**config.mk**
```make
export PLATFORM = sky130hd
export DESIGN_NAME = motion_hysteresis_detector
export DESIGN_NICKNAME = d
export VERILOG_FILES = /design/src/design/mhd_pkg.sv /design/src/design/motion_hysteresis_detector.sv
export SDC_FILE = /design/constraint.sdc
export NUM_CORES = 1
export LEC_CHECK = 0
export ABC_AREA = 1
export BUFFER_PORTS_ARGS = -buffer_cell sky130_fd_sc_hd__buf_2
export CAP_MARGIN = 30
export CORE_ASPECT_RATIO = 0.6
export CORE_MARGIN = 2
export CORE_UTILIZATION = 45
export CTS_BUF_LIST = sky130_fd_sc_hd__clkbuf_8
export CTS_CLUSTER_DIAMETER = 100
export CTS_CLUSTER_SIZE = 14
export DETAILED_ROUTE_END_ITERATION = 10
export GPL_TIMING_DRIVEN = 1
export PLACE_DENSITY_LB_ADDON = 0.12
export SLEW_MARGIN = 20
export SYNTH_ARGS = -nofsm -noshare
export SYNTH_HDL_FRONTEND = slang
export SYNTH_SLANG_ARGS = --single-unit
```
**constraint.sdc**
```tcl
create_clock -name clk_i -period 10.3 [get_ports clk_i]
set_clock_uncertainty 0.15 [all_clocks]
set_input_delay 3.09 -clock clk_i [delete_from_list [all_inputs] [get_ports clk_i]]
set_output_delay 3.09 -clock clk_i [all_outputs]
set_load 0.1 [all_outputs]
```
**src/design/mhd_pkg.sv**
```systemverilog
// Package for the motion hysteresis detector: word layouts, register indexes,
// register reset values and result transition codes.
// No dependencies; imported by the top level and by its checker.
package mhd_pkg;

  // Field widths of one input word and one result word.
  localparam int unsigned RatioW  = 14;
  localparam int unsigned LevelW  = 8;
  localparam int unsigned TimeW   = 32;
  localparam int unsigned RunW    = 4;
  localparam int unsigned PeriodW = 16;

  // Packed stream widths, rounded up to whole bytes.
  localparam int unsigned InDataW  = 56;
  localparam int unsigned OutDataW = 8;

  // Configuration port widths.
  localparam int unsigned CfgIdxW  = 2;
  localparam int unsigned CfgDataW = 16;

  // Configuration register indexes.
  typedef enum logic [CfgIdxW-1:0] {
    REG_TRIGGER_LEVEL   = 2'd0,
    REG_RELEASE_LEVEL   = 2'd1,
    REG_CONFIRM_COUNT   = 2'd2,
    REG_QUIET_PERIOD_MS = 2'd3
  } reg_idx_e;

  // Register values after reset.
  localparam logic [RatioW-1:0]  TriggerReset = 14'd300;
  localparam logic [RatioW-1:0]  ReleaseReset = 14'd20;
  localparam logic [RunW-1:0]    ConfirmReset = 4'd3;
  localparam logic [PeriodW-1:0] PeriodReset  = 16'd2000;

  // Strong-run saturation point and the level that enables the half test.
  localparam logic [RunW-1:0]   RunMax       = 4'd15;
  localparam logic [LevelW-1:0] HalfTestLvl  = 8'd2;

  // Transition code of a result word.
  typedef enum logic [1:0] {
    TR_NONE = 2'd0,
    TR_ON   = 2'd1,
    TR_OFF  = 2'd2
  } transition_e;

endpackage

```
**src/design/motion_hysteresis_detector.sv**
```systemverilog
// Motion hysteresis detector: strong-sample confirm counter to switch on,
// wrap-safe quiet hold timer to switch off. Depends on mhd_pkg.
//
//   channel  | direction | handshake              | word
//   ---------+-----------+------------------------+-----------------------------------
//   s_axis   | in        | s_axis_tvalid/tready   | ratio, moving level, time in ms
//   m_axis   | out       | m_axis_tvalid/tready   | motion_active, transition
//   cfg      | in        | cfg_valid_i/cfg_ready_o| register index, write data
//
// One sample word is accepted per cycle while s_axis_tready is high. A word goes
// into an input register, is evaluated against the detector state and lands in
// the result register, from which it is offered on m_axis. The limit of one word
// per cycle is set by the state update, which reads the state written by the word
// before. Reset (rst_ni low) clears both registers' valid flags, the detector state
// and loads the register reset values. While the result register is stalled, the
// input register still takes one word; s_axis_tready only drops when both are full.
module motion_hysteresis_detector #(
  parameter int unsigned TIME_BITS = 32
) (
  input  logic                             clk_i,
  input  logic                             rst_ni,
  // Sample stream.
  input  logic                             s_axis_tvalid,
  output logic                             s_axis_tready,
  // [13:0] ratio_hundredths, [21:14] motion_level, [53:22] time_ms, [55:54] zero
  input  logic [mhd_pkg::InDataW-1:0]      s_axis_tdata,
  // Result stream.
  output logic                             m_axis_tvalid,
  input  logic                             m_axis_tready,
  // [0] motion_active, [2:1] transition, [7:3] zero
  output logic [mhd_pkg::OutDataW-1:0]     m_axis_tdata,
  // Configuration writes.
  input  logic                             cfg_valid_i,
  output logic                             cfg_ready_o,
  input  logic [mhd_pkg::CfgIdxW-1:0]      cfg_index_i,
  input  logic [mhd_pkg::CfgDataW-1:0]     cfg_data_i
);
  import mhd_pkg::*;

  // ---------------------------------------------------------------------------
  // Configuration registers; writes are always taken. Software must write only
  // while idle: the block does not enforce this and has no datapath interlock.
  // ---------------------------------------------------------------------------
  logic [RatioW-1:0]  trigger_q;
  logic [RatioW-1:0]  release_q;
  logic [RunW-1:0]    confirm_q;
  logic [PeriodW-1:0] period_q;

  assign cfg_ready_o = 1'b1;

  always_ff @(posedge clk_i or negedge rst_ni) begin
    if (!rst_ni) begin
      trigger_q <= TriggerReset;
      release_q <= ReleaseReset;
      confirm_q <= ConfirmReset;
      period_q  <= PeriodReset;
    end else if (cfg_valid_i) begin
      unique case (reg_idx_e'(cfg_index_i))
        REG_TRIGGER_LEVEL:   trigger_q <= cfg_data_i[RatioW-1:0];
        REG_RELEASE_LEVEL:   release_q <= cfg_data_i[RatioW-1:0];
        REG_CONFIRM_COUNT:   confirm_q <= cfg_data_i[RunW-1:0];
        REG_QUIET_PERIOD_MS: period_q  <= cfg_data_i[PeriodW-1:0];
        default: ;
      endcase
    end
  end

  // ---------------------------------------------------------------------------
  // Input register.
  // ---------------------------------------------------------------------------
  logic                 in_vld_q;
  logic [RatioW-1:0]    ratio_q;
  logic [LevelW-1:0]    level_q;
  logic [TimeW-1:0]     time_q;
  logic                 out_vld_q;
  logic                 advance;

  // The input register moves on whenever the result register is free or
  // being emptied in this cycle.
  assign advance       = in_vld_q && (!out_vld_q || m_axis_tready);
  assign s_axis_tready = !in_vld_q || advance;

  always_ff @(posedge clk_i or negedge rst_ni) begin
    if (!rst_ni) begin
      in_vld_q <= 1'b0;
    end else if (s_axis_tready) begin
      in_vld_q <= s_axis_tvalid;
    end
  end

  always_ff @(posedge clk_i) begin
    if (s_axis_tready && s_axis_tvalid) begin
      ratio_q <= s_axis_tdata[RatioW-1:0];
      level_q <= s_axis_tdata[RatioW+LevelW-1:RatioW];
      time_q  <= s_axis_tdata[RatioW+LevelW+TimeW-1:RatioW+LevelW];
    end
  end

  // ---------------------------------------------------------------------------
  // Detector state and next-state logic.
  // ---------------------------------------------------------------------------
  logic                 active_q,  active_d;
  logic [RunW-1:0]      run_q,     run_d;
  logic                 quiet_q,   quiet_d;
  logic [TIME_BITS-1:0] start_q,   start_d;
  transition_e          trans_d;

  logic                 strong_smp;
  logic                 quiet_smp;
  logic [RunW-1:0]      run_inc;
  logic [TIME_BITS-1:0] now;
  logic [TIME_BITS-1:0] elapsed;

  // Sample time taken modulo 2^TIME_BITS.
  assign now = TIME_BITS'(time_q);

  // Strong when the ratio reaches the trigger, or when there is real movement
  // and twice the ratio reaches it.
  assign strong_smp = (ratio_q >= trigger_q) ||
                      ((level_q >= HalfTestLvl) && ({ratio_q, 1'b0} >= {1'b0, trigger_q}));

  assign quiet_smp = (level_q == '0) && (ratio_q <= release_q);

  always_comb begin
    active_d = active_q;
    run_d    = run_q;
    quiet_d  = quiet_q;
    start_d  = start_q;
    trans_d  = TR_NONE;
    run_inc  = (run_q == RunMax) ? run_q : run_q + 1'b1;
    elapsed  = '0;

    if (!active_q) begin
      run_d = strong_smp ? run_inc : '0;
      if (run_d >= confirm_q) begin
        active_d = 1'b1;
        run_d    = '0;
        quiet_d  = 1'b0;
        trans_d  = TR_ON;
      end
    end else if (quiet_smp) begin
      // The first quiet sample starts the hold timer at its own time.
      if (!quiet_q) begin
        quiet_d = 1'b1;
        start_d = now;
      end
      elapsed = now - start_d;
      if (elapsed >= TIME_BITS'(period_q)) begin
        active_d = 1'b0;
        quiet_d  = 1'b0;
        run_d    = '0;
        trans_d  = TR_OFF;
      end
    end else begin
      quiet_d = 1'b0;
    end
  end

  always_ff @(posedge clk_i or negedge rst_ni) begin
    if (!rst_ni) begin
      active_q <= 1'b0;
      run_q    <= '0;
      quiet_q  <= 1'b0;
      start_q  <= '0;
    end else if (advance) begin
      active_q <= active_d;
      run_q    <= run_d;
      quiet_q  <= quiet_d;
      start_q  <= start_d;
    end
  end

  // ---------------------------------------------------------------------------
  // Result register.
  // ---------------------------------------------------------------------------
  logic        res_active_q;
  transition_e res_trans_q;

  always_ff @(posedge clk_i or negedge rst_ni) begin
    if (!rst_ni) begin
      out_vld_q <= 1'b0;
    end else if (advance) begin
      out_vld_q <= 1'b1;
    end else if (m_axis_tready) begin
      out_vld_q <= 1'b0;
    end
  end

  always_ff @(posedge clk_i) begin
    if (advance) begin
      res_active_q <= active_d;
      res_trans_q  <= trans_d;
    end
  end

  assign m_axis_tvalid = out_vld_q;
  assign m_axis_tdata  = {{(OutDataW-3){1'b0}}, res_trans_q, res_active_q};

endmodule

```
## Yosys cells after proc, flatten, opt, wreduce, memory -nomap -nowiden

Index checks and enable logic that the tools add are counted.

- Magnitude comparators: 6
- Div/mod/pow operators: 0
- Add/subtract/negate cells: 2
- Multiply operators: 0
- Shift-type cells: 0
- Bitwise logic cells: 0
- Equality and inequality tests: 6
- Reduce and logical (&&, ||, !) cells: 20
- Mux-type cells: 22

Operators with widths:

| cell | number |
|---|---|
| two-way mux 32 bit | 3 |
| >= comparator 32 x 16 -> 1 bit | 1 |
| subtractor 32 bit | 1 |
| two-way mux 4 bit | 6 |
| >= comparator 15 x 14 -> 1 bit | 1 |
| >= comparator 14 bit | 1 |
| less-or-equal comparator 14 bit | 1 |
| two-way mux 1 bit | 10 |
| AND reduction 2 bit | 5 |
| >= comparator 8 x 2 -> 1 bit, second input constant | 1 |
| zero test 8 bit | 1 |
| two-way mux 2 bit | 3 |
| AND reduction 3 bit | 2 |
| adder 4 x 1 -> 4 bit, second input constant | 1 |
| == test 2 bit, second input constant | 2 |
| == test 4 bit, second input constant | 1 |
| >= comparator 4 bit | 1 |
| logical AND 1 bit | 4 |
| != test 2 x 1 -> 1 bit, second input constant | 2 |
| nonzero test 2 bit | 2 |
| logical OR 1 bit | 3 |
| == test 2 x 1 -> 1 bit, second input constant | 1 |
| zero test 1 bit | 2 |
| zero test 2 bit | 1 |

- Memory bits (writable): 0
- Input port bits: 79
- Bits in latches: 0
- Register bits: 145
- Memory bits (read-only): 0
- Memories kept: 0

## Longest topological paths before layout

- Word-level depth: 9
- Mapped depth: 28

## Least setup slack after synthesis

No wires, ideal clock.

- Kind: input port to output port
- Start: input m_axis_tready
- End: output s_axis_tready
- Path slack: 3.162 ns
- Stages: 2
- Required time: 7.060 ns
- Data arrival time: 3.898 ns
- Path buffers: 0
- Path through: inv_1 nand3_1

- Cells in the longest elaborated chain, start to end: 3

RTL lines:

| element | RTL line | RTL |
|---|---|---|
| start: declaration | motion_hysteresis_detector.sv:29 | `input logic m_axis_tready,` |
| logical OR 1 bit | motion_hysteresis_detector.sv:80 | `assign advance = in_vld_q && (!out_vld_q \|\| m_axis_tready);` |
| logical AND 1 bit | motion_hysteresis_detector.sv:80 |  |
| logical OR 1 bit | motion_hysteresis_detector.sv:81 | `assign s_axis_tready = !in_vld_q \|\| advance;` |
| end: declaration | motion_hysteresis_detector.sv:24 | `output logic s_axis_tready,` |

No other way between the ends.

## Worst setup path in the final report

Ends and elaborated chain as after synthesis.

==> results.json <==
{
  "cts_max_path_buffers": 2,
  "critical_path_arrival_ns": 3.73,
  "rrSetupSlack_ns": 5.45,
  "dr.pass1.iters": 5,
  "post_cts_buffers": 0,
  "cpPeakStageDelay_ns": 0.44,
  "fp.dieW_um": 192,
  "crit_top_cell": "buf_2",
  "antenna_found_initial": 0,
  "grt_use_met2_pct": 27.0,
  "grt_first_pass_wirelength_mm": 36.5,
  "cts-root-buf": "clkbuf_8",
  "grt_usage_pct": 21.4,
  "crit_type": "input port to output port",
  "num-fill-cells": 2062,
  "fin_nets": 1478,
  "postCtsHoldBufs": 0,
  "cts_buffers": 17,
  "portBuffers": 81,
  "crit_path_end_kind": "output port",
  "max_cap_viol_count": 0,
  "dieArea_sq_um": 22400,
  "power_density_nw_per_um2": 167,
  "viasPerCell": 4.84,
  "rsz0062_at_grt": "false",
  "grt_max_degree": 64,
  "min_period_ns": 6.97,
  "clk_pin_slew_worst_paths_ns": 0.07,
  "overflow": 0,
  "crit_start": "m_axis_tready",
  "critPathTopFamily": "buffers and inverters",
  "initial_core_util_pct": 45.6,
  "wl_mm": 22.2,
  "drc": 0,
  "synth_cell_types": 38,
  "core_region_area_sq_um": 20900,
  "relSlewSlack_pct": 48.2,
  "cp_num_cells": 4,
  "finalSetupTns_ns": 0,
  "irDropWorstVdd_v": 0.000104,
  "crit_chain": "buf_2 -> inv_1 -> nand3_1 -> buf_2",
  "critPathBufInv": 3,
  "clock_sinks": 145,
  "netlist_top_cells_area": "dfrtp_1, edfxtp_1, nand2_1, ha_1, inv_1",
  "ioPinCount": 90,
  "synth-async-reset-ratio_pct": 60.7,
  "netlist_area_sq_um": 9540,
  "regArea_sq_um": 3930,
  "tritoncts": "built",
  "hp-class": "register to register",
  "synth_top_cell_area_share_pct": 19.4,
  "clock_latency_ns": 0.48,
  "worst_slew_pin_slew_ns": 0.777,
  "cp_max_fo": 3,
  "finalSetupViolCount": 0,
  "syn_avg_cell_area_sq_um": 7.85,
  "endpoint": "s_axis_tready",
  "synthCells": 1216,
  "critPathSlowestCell": "buf_2",
  "synth_common_cells": "nand2_1, inv_1, ha_1, o21ai_0, dfrtp_1",
  "grt_util_met1_pct": 34.9,
  "yosysSeqAreaShare_pct": 41.2,
  "dp_slack_ns": 3.33,
  "drive_gt1_share_pct": 12.8,
  "avgRoutedWirePerCell_um": 13.9,
  "drt_iter0_markers": 571,
  "yosys.area.top_type": "dfrtp_1",
  "antennaDiodeCount": 0,
  "ant_nets": 0,
  "reg2reg_to": "run_q[0]$_DFFE_PN0P_",
  "yosysMostFrequentCell": "nand2_1",
  "ys_ff_latch": 145,
  "power.leakage_uw": 0.00557,
  "die_h_um": 117,
  "outcome": "finished clean",
  "timing.final.ws_setup_ns": 3.33,
  "via_count": 7717,
  "fin_crit_sh_pct": 67.7,
  "required_ns": 7.06,
  "fmax_mhz": 143,
  "first_global_vias": 7056,
  "cts_max_level": 4,
  "post_cts_resized": 0,
  "area_growth_pct": 12.4,
  "worst_r2r_path_depth": 26,
  "synth_edf_count": 57,
  "hold_viol_final": 0,
  "r2r-start": "quiet_q$_DFFE_PN0P_",
  "cp-start-kind": "input port",
  "maxSlewViolCount": 0,
  "place.gp.congestion": 0.961,
  "grtUsageMet3_pct": 5.75,
  "synth_top_flop_cell": "dfrtp_1",
  "synth.yosys.warnings": 0,
  "worstHoldPathCells": 2,
  "multi_input_area_sq_um": 4710,
  "dp_hpwl_mm": 17.4,
  "busiest_layer": "met1",
  "placementRows": 41
}
==> logic make-up (layout without fill, tap and decap cells) <==
kind of cell / count (synthesis) / in the layout / synth area share (%)
other: 2 / 6 / 0.0787
multiplexers: 30 / 30 / 3.15
buffers and inverters: 237 / 333 / 9.60
XOR/XNOR: 15 / 15 / 1.38
flip-flops: 145 / 145 / 41.2
AND/OR/NAND/NOR: 538 / 538 / 23.5
adder cells (fa/ha/maj): 96 / 96 / 12.7
AO/OA/AOI/OAI: 153 / 153 / 8.43
==> worst min-delay path by stage <==
stage	from	to	slack, ns
6_report	start_q[0]$_DFFE_PN0P_	start_q[0]$_DFFE_PN0P_	0.33
5_1_grt	start_q[12]$_DFFE_PN0P_	start_q[12]$_DFFE_PN0P_	0.36
4_1_cts	start_q[0]$_DFFE_PN0P_	start_q[0]$_DFFE_PN0P_	0.33
3_5_place_dp	start_q[0]$_DFFE_PN0P_	start_q[0]$_DFFE_PN0P_	0.31
3_3_place_gp	start_q[0]$_DFFE_PN0P_	start_q[0]$_DFFE_PN0P_	0.31
2_1_floorplan	start_q[0]$_DFFE_PN0P_	start_q[0]$_DFFE_PN0P_	0.29
==> metrics by stage <==
| stage | cell area, sq um | util [%] | cells | total power [uW] | hold slack (ns) |
|---|---|---|---|---|---|
| 3_3_place_gp | 10200 | 48.8 | 1559 | 1270 | 0.307 |
| 2_1_floorplan | 9560 | - | 1220 | 1130 | 0.292 |
| 6_report | 10700 | 51.3 | 1595 | 1790 | 0.328 |
| 5_1_grt | 10700 | 51.3 | 1595 | 1930 | 0.362 |
| 3_5_place_dp | 10200 | 49.0 | 1561 | 1280 | 0.313 |
| 4_1_cts | 10700 | 51.1 | 1593 | 1810 | 0.333 |
==> sequential cells by signal (all words and copies together), names as in the netlist <==
register	count
release_q	14
in_vld_q	1
start_q	32
m_axis_tvalid	1
quiet_q	1
level_q	8
now	32
period_q	16
res_trans_q	2
res_active_q	1
run_q	4
active_q	1
confirm_q	4
ratio_q	14
trigger_q	14
==> final cells by class <==
type / count / share of cell area, %
Inverter: 213 / 7.45
Tap cell: 279 / 3.25
Multi-Input combinational cell: 838 / 43.9
Sequential cell: 145 / 36.7
Clock buffer: 17 / 2.18
Timing Repair Buffer: 88 / 4.55
Clock inverter: 15 / 1.99
==> power by group <==
part / leakage, uW / switching, uW / total [uW] / internal (uW)
Sequential: 0.00166 / 38.2 / 713 / 675
Clock: 0.000234 / 233 / 520 / 287
Combinational: 0.00367 / 370 / 561 / 191
Total: 0.00557 / 641 / 1790 / 1150
==> layer usage <==
metal | vias up | wire length [um]
li1 | 4057 | -
met1 | 3451 | 12700
met2 | 198 | 7750
met3 | 11 | 1620
met4 | 0 | 148
met5 | - | 0
==> worst register-to-register path, stage by stage, from the launching register on <==
cell	delay [ns]
dfrtp_2	0.70
buf_12	0.25
inv_1	0.07
or2_2	0.27
o21ai_0	0.14
inv_1	0.11
fa_1	0.45
inv_1	0.14
nand2_1	0.08
nand3_2	0.10
nand2_1	0.06
nand2_1	0.18
xor2_1	0.24
ha_1	0.27
nand2_1	0.06
inv_1	0.04
a221oi_1	0.35
nand3_1	0.12
nor2_1	0.31
nand3_1	0.14
nor2_2	0.13
nand2_1	0.08
nand2_2	0.09
nand2_2	0.06
nand2_2	0.08
nand2_1	0.07
nand2_1	0.06
==> layout by cell type (no fill, tap or decap), types with 2 or more instances in the layout <==
cell type / n
dfrtp_1: 73
nor2_1: 60
buf_4: 4
buf_6: 2
a21o_1: 3
inv_1: 211
nand3b_1: 4
o21bai_1: 3
mux2i_1: 30
inv_2: 2
xor2_1: 14
nand2_1: 373
edfxtp_1: 57
nand2_2: 16
buf_2: 80
or2_2: 3
clkinv_1: 2
bufinv_16: 5
nor3_1: 8
o211ai_1: 2
nand3_1: 38
conb_1: 6
o21ai_0: 90
a21oi_1: 48
dfstp_2: 14
and3_1: 2
nand4_1: 18
ha_1: 95
clkinv_2: 2
nor2_2: 10
clkbuf_8: 17
nand3_2: 3
inv_4: 2
inv_6: 2
a22oi_1: 3
(Power assumes the default switching activity.)
